[config.mk]
export PLATFORM = sky130hd
export DESIGN_NAME = sprite_frame_sequencer_top
export DESIGN_NICKNAME = d
export VERILOG_FILES = /design/src/hw/rtl/sfs_pkg.sv /design/src/hw/rtl/sfs_cfg_regs.sv /design/src/hw/rtl/sfs_ctrl.sv /design/src/hw/rtl/sfs_datapath.sv /design/src/hw/rtl/sprite_frame_sequencer_top.sv
export SDC_FILE = /design/constraint.sdc
export NUM_CORES = 2
export LEC_CHECK = 0
export BUFFER_PORTS_ARGS = -buffer_cell sky130_fd_sc_hd__clkbuf_2
export CORE_MARGIN = 5
export CORE_UTILIZATION = 50
export CTS_CLUSTER_DIAMETER = 50
export CTS_CLUSTER_SIZE = 12
export DETAILED_ROUTE_END_ITERATION = 8
export GPL_TIMING_DRIVEN = 1
export MAX_ROUTING_LAYER = met4
export PLACE_DENSITY = 0.74
export SYNTH_ARGS = -nofsm -noshare
export SYNTH_HDL_FRONTEND = slang
export SYNTH_SLANG_ARGS = --single-unit
[constraint.sdc]
create_clock -name clk_i -period 8.5 [get_ports clk_i]
set_clock_uncertainty 0.2 [all_clocks]
set_input_delay 0.85 -clock clk_i [delete_from_list [all_inputs] [get_ports clk_i]]
set_output_delay 0.85 -clock clk_i [all_outputs]
set_load 0.02 [all_outputs]
[src/hw/rtl/sfs_pkg.sv]
`timescale 1ns / 1ps
// sfs_pkg: shared types, register indexes and constants of the sprite frame sequencer
// used by every module of the block but sfs_checker; depends on nothing

package sfs_pkg;

  localparam int FRAME_COUNT = 256;
  localparam int CLIP_DEPTH  = 64;
  localparam int CLIP_AW     = 6;
  localparam int MAX_ADVANCE = 16;
  localparam int DIV_STEPS   = 8;
  localparam int DIV_CW      = $clog2(DIV_STEPS);
  localparam int PADDR_W     = 5;

  localparam logic [2:0] REG_PLAY_MODE      = 3'd0;
  localparam logic [2:0] REG_START_FRAME    = 3'd1;
  localparam logic [2:0] REG_END_FRAME      = 3'd2;
  localparam logic [2:0] REG_FRAME_DURATION = 3'd3;
  localparam logic [2:0] REG_SPEED          = 3'd4;
  localparam logic [2:0] REG_COLUMNS        = 3'd5;
  localparam logic [2:0] REG_ROWS           = 3'd6;
  localparam logic [2:0] REG_CLIP_LENGTH    = 3'd7;

  localparam logic FUNC_TICK = 1'b0;
  localparam logic FUNC_LOAD = 1'b1;

  typedef struct packed {
    logic [1:0]  play_mode;
    logic [7:0]  start_frame;
    logic [7:0]  end_frame;
    logic [23:0] frame_duration;
    logic [15:0] speed;
    logic [8:0]  columns;
    logic [8:0]  rows;
    logic [6:0]  clip_length;
  } cfg_t;

  typedef struct packed {
    logic load;
    logic mul;
    logic accum;
    logic restart;
    logic adv;
    logic fetch;
    logic div_step;
    logic emit;
    logic last;
  } cmd_t;

  typedef struct packed {
    logic done;
    logic acc_ge_dur;
    logic fin;
    logic out_free;
  } sts_t;

endpackage

[src/hw/rtl/sfs_cfg_regs.sv]
`timescale 1ns / 1ps
// sfs_cfg_regs: apb register file of the sprite frame sequencer
// raises a restart pulse the cycle after every write; depends on sfs_pkg

module sfs_cfg_regs (
  input  logic                        clk_i,
  input  logic                        rst_ni,
  input  logic                        psel,
  input  logic                        penable,
  input  logic                        pwrite,
  input  logic [sfs_pkg::PADDR_W-1:0] paddr,
  input  logic [31:0]                 pwdata,
  output logic [31:0]                 prdata,
  output logic                        pready,
  output sfs_pkg::cfg_t               cfg_o,
  output logic                        restart_o
);

  sfs_pkg::cfg_t cfg_q;
  logic          restart_q;
  logic          wr;
  logic [2:0]    idx;

  assign pready = 1'b1;
  assign wr     = psel & penable & pwrite;
  assign idx    = paddr[4:2];

  always_ff @(posedge clk_i or negedge rst_ni) begin
    if (!rst_ni) begin
      cfg_q.play_mode      <= 2'd1;
      cfg_q.start_frame    <= 8'd0;
      cfg_q.end_frame      <= 8'd0;
      cfg_q.frame_duration <= 24'd1;
      cfg_q.speed          <= 16'd256;
      cfg_q.columns        <= 9'd1;
      cfg_q.rows           <= 9'd1;
      cfg_q.clip_length    <= 7'd1;
      restart_q            <= 1'b0;
    end else begin
      restart_q <= wr;
      if (wr) begin
        case (idx)
          sfs_pkg::REG_PLAY_MODE:      cfg_q.play_mode      <= pwdata[1:0];
          sfs_pkg::REG_START_FRAME:    cfg_q.start_frame    <= pwdata[7:0];
          sfs_pkg::REG_END_FRAME:      cfg_q.end_frame      <= pwdata[7:0];
          sfs_pkg::REG_FRAME_DURATION: cfg_q.frame_duration <= pwdata[23:0];
          sfs_pkg::REG_SPEED:          cfg_q.speed          <= pwdata[15:0];
          sfs_pkg::REG_COLUMNS:        cfg_q.columns        <= pwdata[8:0];
          sfs_pkg::REG_ROWS:           cfg_q.rows           <= pwdata[8:0];
          sfs_pkg::REG_CLIP_LENGTH:    cfg_q.clip_length    <= pwdata[6:0];
          default: ;
        endcase
      end
    end
  end

  always_comb begin
    case (idx)
      sfs_pkg::REG_PLAY_MODE:      prdata = {30'd0, cfg_q.play_mode};
      sfs_pkg::REG_START_FRAME:    prdata = {24'd0, cfg_q.start_frame};
      sfs_pkg::REG_END_FRAME:      prdata = {24'd0, cfg_q.end_frame};
      sfs_pkg::REG_FRAME_DURATION: prdata = {8'd0, cfg_q.frame_duration};
      sfs_pkg::REG_SPEED:          prdata = {16'd0, cfg_q.speed};
      sfs_pkg::REG_COLUMNS:        prdata = {23'd0, cfg_q.columns};
      sfs_pkg::REG_ROWS:           prdata = {23'd0, cfg_q.rows};
      sfs_pkg::REG_CLIP_LENGTH:    prdata = {25'd0, cfg_q.clip_length};
      default:                     prdata = 32'd0;
    endcase
  end

  assign cfg_o     = cfg_q;
  assign restart_o = restart_q;

endmodule

[src/hw/rtl/sfs_ctrl.sv]
`timescale 1ns / 1ps
// sfs_ctrl: state machine that sequences accumulate, advance, divide and emit
// drives the datapath through sfs_pkg::cmd_t; depends on sfs_pkg

module sfs_ctrl #(
  parameter int MAX_ADVANCE = sfs_pkg::MAX_ADVANCE
) (
  input  logic          clk_i,
  input  logic          rst_ni,
  input  logic          in_valid_i,
  input  logic          func_i,
  output logic          in_stall_o,
  input  logic          restart_i,
  input  sfs_pkg::sts_t sts_i,
  output sfs_pkg::cmd_t cmd_o
);

  localparam int CW = $clog2(MAX_ADVANCE + 1);

  typedef enum logic [2:0] {
    ST_IDLE,
    ST_ACCUM,
    ST_CHECK,
    ST_ADV,
    ST_FETCH,
    ST_DIV,
    ST_EMIT
  } state_e;

  state_e                     state_q;
  logic [CW-1:0]              cnt_q;
  logic [sfs_pkg::DIV_CW-1:0] div_cnt_q;
  logic                       accept;
  logic                       cnt_full;

  assign in_stall_o = (state_q != ST_IDLE) | restart_i;
  assign accept     = in_valid_i & ~in_stall_o;
  assign cnt_full   = (cnt_q == CW'(MAX_ADVANCE));

  always_comb begin
    cmd_o          = '0;
    cmd_o.restart  = restart_i;
    cmd_o.load     = accept & (func_i == sfs_pkg::FUNC_LOAD);
    cmd_o.mul      = accept & (func_i == sfs_pkg::FUNC_TICK) & ~sts_i.done;
    cmd_o.accum    = (state_q == ST_ACCUM);
    cmd_o.adv      = (state_q == ST_ADV);
    cmd_o.fetch    = (state_q == ST_FETCH);
    cmd_o.div_step = (state_q == ST_DIV);
    cmd_o.emit     = (state_q == ST_EMIT) & sts_i.out_free;
    cmd_o.last     = sts_i.fin | cnt_full | ~sts_i.acc_ge_dur;
  end

  always_ff @(posedge clk_i or negedge rst_ni) begin
    if (!rst_ni) begin
      state_q   <= ST_IDLE;
      cnt_q     <= '0;
      div_cnt_q <= '0;
    end else begin
      case (state_q)
        ST_IDLE: begin
          if (cmd_o.mul) begin
            cnt_q   <= '0;
            state_q <= ST_ACCUM;
          end
        end
        ST_ACCUM: begin
          state_q <= ST_CHECK;
        end
        ST_CHECK: begin
          state_q <= sts_i.acc_ge_dur ? ST_ADV : ST_IDLE;
        end
        ST_ADV: begin
          cnt_q   <= cnt_q + CW'(1);
          state_q <= ST_FETCH;
        end
        ST_FETCH: begin
          div_cnt_q <= '0;
          state_q   <= ST_DIV;
        end
        ST_DIV: begin
          div_cnt_q <= div_cnt_q + sfs_pkg::DIV_CW'(1);
          if (div_cnt_q == sfs_pkg::DIV_CW'(sfs_pkg::DIV_STEPS - 1)) begin
            state_q <= ST_EMIT;
          end
        end
        ST_EMIT: begin
          if (sts_i.out_free) begin
            state_q <= cmd_o.last ? ST_IDLE : ST_ADV;
          end
        end
        default: begin
          state_q <= ST_IDLE;
        end
      endcase
    end
  end

endmodule

[src/hw/rtl/sfs_datapath.sv]
`timescale 1ns / 1ps
// sfs_datapath: accumulator, frame stepping, clip table, serial divider and output register
// acts on sfs_pkg::cmd_t from sfs_ctrl; depends on sfs_pkg

module sfs_datapath (
  input  logic                        clk_i,
  input  logic                        rst_ni,
  input  sfs_pkg::cfg_t               cfg_i,
  input  sfs_pkg::cmd_t               cmd_i,
  output sfs_pkg::sts_t               sts_o,
  input  logic [15:0]                 dt_i,
  input  logic [sfs_pkg::CLIP_AW-1:0] entry_index_i,
  input  logic [7:0]                  entry_frame_i,
  output logic                        out_valid_o,
  input  logic                        out_stall_i,
  output logic [7:0]                  frame_o,
  output logic [5:0]                  clip_position_o,
  output logic [7:0]                  column_o,
  output logic [7:0]                  flipped_row_o,
  output logic                        finished_o,
  output logic                        last_o
);

  logic [7:0]  clip_mem_q [sfs_pkg::CLIP_DEPTH];
  logic [7:0]  rd_q;

  logic [31:0] acc_q;
  logic [31:0] prod_q;
  logic [7:0]  frame_q;
  logic [sfs_pkg::CLIP_AW-1:0] pos_q;
  logic        done_q;
  logic        fin_q;
  logic [8:0]  rem_q;
  logic [7:0]  quo_q;
  logic        out_valid_q;

  logic        loop_en;
  logic        clip_mode;
  logic [15:0] sp_eff;
  logic [23:0] fd_eff;
  logic [31:0] dur;
  logic [8:0]  col_eff;
  logic [8:0]  row_eff;
  logic [6:0]  len_eff;
  logic [32:0] sum;
  logic [6:0]  pos_inc;
  logic [6:0]  pos_next;
  logic        pos_fin;
  logic [8:0]  frm_inc;
  logic [7:0]  frm_next;
  logic        frm_fin;
  logic [9:0]  div_t;
  logic        div_ge;
  logic [9:0]  row_p1;
  logic [9:0]  fr_full;
  logic [7:0]  fr_sat;

  assign loop_en   = cfg_i.play_mode[0];
  assign clip_mode = cfg_i.play_mode[1];
  assign sp_eff    = (cfg_i.speed == '0) ? 16'd1 : cfg_i.speed;
  assign fd_eff    = (cfg_i.frame_duration == '0) ? 24'd1 : cfg_i.frame_duration;
  assign dur       = {fd_eff, 8'd0};
  assign col_eff   = (cfg_i.columns == '0) ? 9'd1 : cfg_i.columns;
  assign row_eff   = (cfg_i.rows == '0) ? 9'd1 : cfg_i.rows;

  always_comb begin
    if (cfg_i.clip_length == '0) begin
      len_eff = 7'd1;
    end else if (cfg_i.clip_length > 7'(sfs_pkg::CLIP_DEPTH)) begin
      len_eff = 7'(sfs_pkg::CLIP_DEPTH);
    end else begin
      len_eff = cfg_i.clip_length;
    end
  end

  assign sum = {1'b0, acc_q} + {1'b0, prod_q};

  // clip position step
  assign pos_inc = {1'b0, pos_q} + 7'd1;
  always_comb begin
    pos_next = pos_inc;
    pos_fin  = 1'b0;
    if (pos_inc >= len_eff) begin
      if (loop_en) begin
        pos_next = 7'd0;
      end else begin
        pos_next = len_eff - 7'd1;
        pos_fin  = 1'b1;
      end
    end
  end

  // range frame step
  assign frm_inc = {1'b0, frame_q} + 9'd1;
  always_comb begin
    frm_next = frm_inc[7:0];
    frm_fin  = 1'b0;
    if ((frm_inc > {1'b0, cfg_i.end_frame}) ||
        (32'(frm_inc) >= 32'(sfs_pkg::FRAME_COUNT))) begin
      if (loop_en) begin
        frm_next = cfg_i.start_frame;
      end else begin
        frm_next = cfg_i.end_frame;
        frm_fin  = 1'b1;
      end
    end
  end

  // one restoring division step
  assign div_t  = {rem_q, quo_q[7]};
  assign div_ge = (div_t >= {1'b0, col_eff});

  // flipped row from the quotient
  assign row_p1  = {2'd0, quo_q} + 10'd1;
  assign fr_full = {1'b0, row_eff} - row_p1;
  always_comb begin
    if (row_p1 > {1'b0, row_eff}) begin
      fr_sat = 8'd0;
    end else if (fr_full > 10'd255) begin
      fr_sat = 8'd255;
    end else begin
      fr_sat = fr_full[7:0];
    end
  end

  // clip table
  always_ff @(posedge clk_i) begin
    if (cmd_i.load) begin
      clip_mem_q[entry_index_i] <= entry_frame_i;
    end
    rd_q <= clip_mem_q[pos_next[sfs_pkg::CLIP_AW-1:0]];
  end

  // payload registers
  always_ff @(posedge clk_i) begin
    if (cmd_i.mul) begin
      prod_q <= 32'(dt_i) * 32'(sp_eff);
    end
    if (cmd_i.fetch) begin
      quo_q <= clip_mode ? rd_q : frame_q;
      rem_q <= '0;
    end else if (cmd_i.div_step) begin
      rem_q <= div_ge ? 9'(div_t - {1'b0, col_eff}) : div_t[8:0];
      quo_q <= {quo_q[6:0], div_ge};
    end
    if (cmd_i.emit) begin
      frame_o         <= frame_q;
      clip_position_o <= clip_mode ? 6'(pos_q) : 6'd0;
      column_o        <= rem_q[7:0];
      flipped_row_o   <= fr_sat;
      finished_o      <= fin_q;
      last_o          <= cmd_i.last;
    end
  end

  // playback state
  always_ff @(posedge clk_i or negedge rst_ni) begin
    if (!rst_ni) begin
      acc_q       <= '0;
      frame_q     <= '0;
      pos_q       <= '0;
      done_q      <= 1'b0;
      fin_q       <= 1'b0;
      out_valid_q <= 1'b0;
    end else begin
      if (cmd_i.restart) begin
        acc_q   <= '0;
        pos_q   <= '0;
        done_q  <= 1'b0;
        frame_q <= cfg_i.start_frame;
      end else begin
        if (cmd_i.accum) begin
          acc_q <= sum[32] ? 32'hFFFF_FFFF : sum[31:0];
        end
        if (cmd_i.adv) begin
          acc_q <= acc_q - dur;
          if (clip_mode) begin
            pos_q <= pos_next[sfs_pkg::CLIP_AW-1:0];
            fin_q <= pos_fin;
          end else begin
            frame_q <= frm_next;
            fin_q   <= frm_fin;
          end
        end
        if (cmd_i.fetch && clip_mode) begin
          frame_q <= rd_q;
        end
        if (cmd_i.emit && fin_q) begin
          done_q <= 1'b1;
        end
      end
      if (cmd_i.emit) begin
        out_valid_q <= 1'b1;
      end else if (!out_stall_i) begin
        out_valid_q <= 1'b0;
      end
    end
  end

  assign out_valid_o     = out_valid_q;
  assign sts_o.done       = done_q;
  assign sts_o.acc_ge_dur = (acc_q >= dur);
  assign sts_o.fin        = fin_q;
  assign sts_o.out_free   = ~out_valid_q | ~out_stall_i;

endmodule

[src/hw/rtl/sprite_frame_sequencer_top.sv]
`timescale 1ns / 1ps
// sprite_frame_sequencer_top: top level of the sprite frame sequencer
// ties together sfs_cfg_regs, sfs_ctrl and sfs_datapath; depends on sfs_pkg

// A tick multiplies dt by speed, accumulates, and checks the accumulator against the frame
// duration, then makes a frame advance while it still holds (up to MAX_ADVANCE advances); each
// advance steps the frame, reads the clip table, runs the 8-step serial divider that splits
// the frame into sheet column and row, and loads the output register, waiting while it is stalled.
// A tick after playback has finished is taken with no result. Every register
// write restarts playback and holds off input requests for the following cycle.

module sprite_frame_sequencer_top #(
  parameter int MAX_ADVANCE = sfs_pkg::MAX_ADVANCE
) (
  input  logic                        clk_i,
  input  logic                        rst_ni,
  input  logic                        psel,
  input  logic                        penable,
  input  logic                        pwrite,
  input  logic [sfs_pkg::PADDR_W-1:0] paddr,
  input  logic [31:0]                 pwdata,
  output logic [31:0]                 prdata,
  output logic                        pready,
  input  logic                        in_valid_i,
  output logic                        in_stall_o,
  input  logic                        func_i,
  input  logic [15:0]                 dt_i,
  input  logic [5:0]                  entry_index_i,
  input  logic [7:0]                  entry_frame_i,
  output logic                        out_valid_o,
  input  logic                        out_stall_i,
  output logic [7:0]                  frame_o,
  output logic [5:0]                  clip_position_o,
  output logic [7:0]                  column_o,
  output logic [7:0]                  flipped_row_o,
  output logic                        finished_o,
  output logic                        last_o
);

  sfs_pkg::cfg_t cfg;
  sfs_pkg::cmd_t cmd;
  sfs_pkg::sts_t sts;
  logic          restart;

  sfs_cfg_regs u_regs (
    .clk_i     (clk_i),
    .rst_ni    (rst_ni),
    .psel      (psel),
    .penable   (penable),
    .pwrite    (pwrite),
    .paddr     (paddr),
    .pwdata    (pwdata),
    .prdata    (prdata),
    .pready    (pready),
    .cfg_o     (cfg),
    .restart_o (restart)
  );

  sfs_ctrl #(
    .MAX_ADVANCE (MAX_ADVANCE)
  ) u_ctrl (
    .clk_i      (clk_i),
    .rst_ni     (rst_ni),
    .in_valid_i (in_valid_i),
    .func_i     (func_i),
    .in_stall_o (in_stall_o),
    .restart_i  (restart),
    .sts_i      (sts),
    .cmd_o      (cmd)
  );

  sfs_datapath u_dp (
    .clk_i           (clk_i),
    .rst_ni          (rst_ni),
    .cfg_i           (cfg),
    .cmd_i           (cmd),
    .sts_o           (sts),
    .dt_i            (dt_i),
    .entry_index_i   (entry_index_i),
    .entry_frame_i   (entry_frame_i),
    .out_valid_o     (out_valid_o),
    .out_stall_i     (out_stall_i),
    .frame_o         (frame_o),
    .clip_position_o (clip_position_o),
    .column_o        (column_o),
    .flipped_row_o   (flipped_row_o),
    .finished_o      (finished_o),
    .last_o          (last_o)
  );

endmodule

==> flow_metrics.py <==
metrics = {
    "detailed_routing": {
        "route.detailed.wl_per_inst_um": 21.4,
        "routed-via-count": 29900,
        "vias_per_cell": 5.88,
        "remaining_drc_errors": 0,
        "first_iter_violations": 3117,
        "finalWirelength_mm": 109,
        "dr.pass1.iters": 7,
        "ant_nets": 0,
    },
    "place": {
        "dp_worst_setup_slack_ns": 0.914,
        "dp_hpwl_mm": 74.3,
        "dp_cells": 4971,
        "io_buffer_count": 122,
        "gp_congestion": 0.966,
    },
    "die": {
        "start_util": 0.504,
        "io_pins": 142,
        "die_width_um": 303,
        "die-area_mm2": 0.0918,
        "rows": 107,
        "die_y_um": 303,
        "core_mm2": 0.0851,
    },
    "synthesis": {
        "synth_top_area_share": 0.409,
        "ys_warn_count": 0,
        "synthTopCellsByArea": "edfxtp_1 (41%), fa_1 (9.2%), dfrtp_1 (8.0%), nand2_1 (6.0%), ha_1 (5.9%)",
        "yosys.area.top_type": "edfxtp_1",
        "yosysSeqAreaShare": 0.501,
        "async_reset_ff_frac": 0.193,
        "syn_area_mm2": 0.0429,
        "synthFlopType": "edfxtp_1",
        "netlist-cell-type-count": 84,
        "syn_avg_cell_area_um2": 11.1,
        "syn_inst": 3857,
        "yosys_register_bits": 745,
        "synth_edf_count": 584,
    },
    "clock_network": {
        "ctsLongestPathBuffers": 3,
        "clk_latency_ns": 0.63,
        "cts-buffers-inserted": 76,
        "path_clk_slew_ns": 0.06,
        "cts.htree.levels": 3,
        "ctsResizeCount": 0,
        "tritoncts": "yes",
        "hold_buffers": 0,
        "post_cts_buffers": 0,
        "root_buffer": "clkbuf_16",
        "cts_sinks": 745,
    },
    "worst_setup_path": {
        "path_class": "reg -> reg",
        "crit_path_end_kind": "flop",
        "path_max_fanout": 12,
        "crit_top_cell": "fa_1",
        "crit_path_max_incr_delay_ns": 0.54,
        "cp-start-kind": "flop",
        "ff2ff_path_depth": 23,
        "reg2reg_slack_ns": 1.26,
        "worst-endpoint-arrival_ns": 7.41,
        "worstPathCellList": "buf_4 > and2_1 > fa_1 > inv_1 > fa_1 > inv_1 > fa_1 > fa_1 > fa_1 > inv_1 > fa_1 > inv_1 > ha_1 > a21oi_1 > a21oi_1 > a211oi_1 > a31oi_1 > a41o_1 > nor2_1 > o31ai_1 > a41o_1 > o41ai_2 > xnor2_1",
        "required_ns": 8.67,
        "cpMaxStageDelayCell": "dfrtp_1",
    },
    "sta": {
        "finalHoldViolCount": 0,
        "worst_slack_ns": 1.26,
        "worstMarginPinSlew_ns": 1.15,
        "timing.fmax_ghz": 0.138,
        "rsz0062_at_grt": "no",
        "relSlewSlack": 0.229,
        "finalSetupViolations": 0,
        "tns_ns": 0,
        "post-route-period-util": 0.852,
        "fin_crit_ns": 7.24,
        "slew_viol_final": 0,
    },
    "power": {
        "p_leak_uw": 0.0189,
        "ir_worst_vdd_mv": 0.595,
        "p_per_area_mw_per_mm2": 419,
        "finalPower_uw": 19600,
    },
    "finish": {
        "drive_gt1_frac": 0.0960,
        "area_growth_pct": 8.97,
        "final_cells": 5083,
        "fin_nets": 4379,
        "final_core_utilization": 0.549,
    },
    "hold_path": {
        "hp-class": "in -> async",
    },
    "grt": {
        "grt-ovfl-total": 0,
        "grt_pass1_wl_mm": 170,
        "grt_pass1_vias": 29500,
        "grt.total_usage": 0.244,
        "grt_max_degree": 109,
        "antenna_found_initial": 2,
    },
    "run_status": {
        "status": "complete, no violations",
    },
    "run": {
        "drv_cap": 0,
    },
}
-- placed cells by master (no fill, tap or decap), types with 38 or more instances in the layout --
| cell type | instances |
|---|---|
| edfxtp_1 | 584 |
| nand3_1 | 196 |
| xnor2_1 | 62 |
| fa_1 | 198 |
| and3_1 | 46 |
| buf_4 | 47 |
| and2_1 | 122 |
| clkbuf_2 | 121 |
| mux2i_1 | 42 |
| a21o_1 | 47 |
| nor2_1 | 188 |
| nand2_1 | 688 |
| inv_1 | 305 |
| xor2_1 | 38 |
| a31oi_1 | 41 |
| mux2_2 | 53 |
| o21ai_0 | 138 |
| a21oi_1 | 124 |
| clkbuf_16 | 79 |
| dfrtp_1 | 138 |
| ha_1 | 201 |
-- critical path, delay by kind of cell, from the launching register on --
family	cells	cell delay [ns]
AO/OA/AOI/OAI	8	2.02
AND/OR/NAND/NOR	2	0.36
buffers and inverters	5	0.46
adder cells (fa/ha/maj)	7	3.30
flip-flops	1	0.54
XOR/XNOR	1	0.11
-- flip-flops by register name, summed over array words and instances (netlist names), 3 cells and up --
signal and flops:
u_dp.clip_mem_q 512, u_regs.cfg_o 83, u_dp.acc_q 32, u_dp.prod_q 32, u_dp.rem_q 9, u_dp.column_o 8, u_dp.flipped_row_o 8, u_dp.frame_o 8
u_dp.frame_q 8, u_dp.quo_q 8, u_dp.rd_q 8, u_dp.clip_position_o 6, u_dp.pos_q 6, u_ctrl.cnt_q 5, u_ctrl.div_cnt_q 3, u_ctrl.state_q 3
-- stage by stage --
stage,instance area (um^2),hold slack (ns)
2_1_floorplan,42900,0.227
3_3_place_gp,44500,0.248
3_5_place_dp,44500,0.259
4_1_cts,46800,0.113
5_1_grt,46800,0.162
6_report,46800,0.108
-- cell families after synthesis --
group           after synthesis  synth area share
fa+ha+maj                   399             0.151
mux                         141            0.0465
compound gates              573            0.0878
simple gates               1385             0.145
flops                       745             0.501
xor+xnor                    100            0.0204
other cells                   2          0.000175
buf+inv                     512            0.0483
-- worst paths after layout --
check	from	endpoint
max	u_regs.cfg_o[30]	u_dp.prod_q[31]
min	rst_ni	u_regs.cfg_o[57]
max reg2reg	u_regs.cfg_o[30]	u_dp.prod_q[31]
min reg2reg	u_dp.rem_q[8]	u_dp.rem_q[8]
max in group asynchronous	rst_ni	u_dp.frame_q[1]
min in group clk_i	pwdata[16]	u_regs.cfg_o[57]
-- cells in the mapped netlist, drive strengths merged, types with 46 or more instances --
cell type,count
fa,198
xnor2,62
dfrtp,138
a21oi,126
nand3,196
inv,305
and2,123
edfxtp,584
mux2,56
and3,47
ha,201
nor2,188
a21o,47
buf,75
nand2,688
clkbuf,131
mux2i,46
o21ai,143
-- cell type report --
cell class                 instances  area (um^2)
tap                             1144         1430
clock inverter                    14          195
fill                            7133        38400
sequential                       745        21500
clock buffer                      96         2060
inverter                         306         1150
multi-input combinational       2607        19500
antenna                            2         5.00
timing repair buffer             169          970
-- metal layers --
metal | track usage | wire length, um
met5 | - | 0
met4 | 0.0692 | 3380
met3 | 0.0461 | 9870
met2 | 0.385 | 51100
met1 | 0.328 | 44600
-- power breakdown --
group          internal (uW)  total, uW  switching (uW)  leakage [uW]
clock                   1750       3130            1390       0.00110
combinational           4400      11400            7030        0.0106
sequential              4570       5010             449       0.00716
total                  10700      19600            8860        0.0189
(Power assumes the default switching activity.)
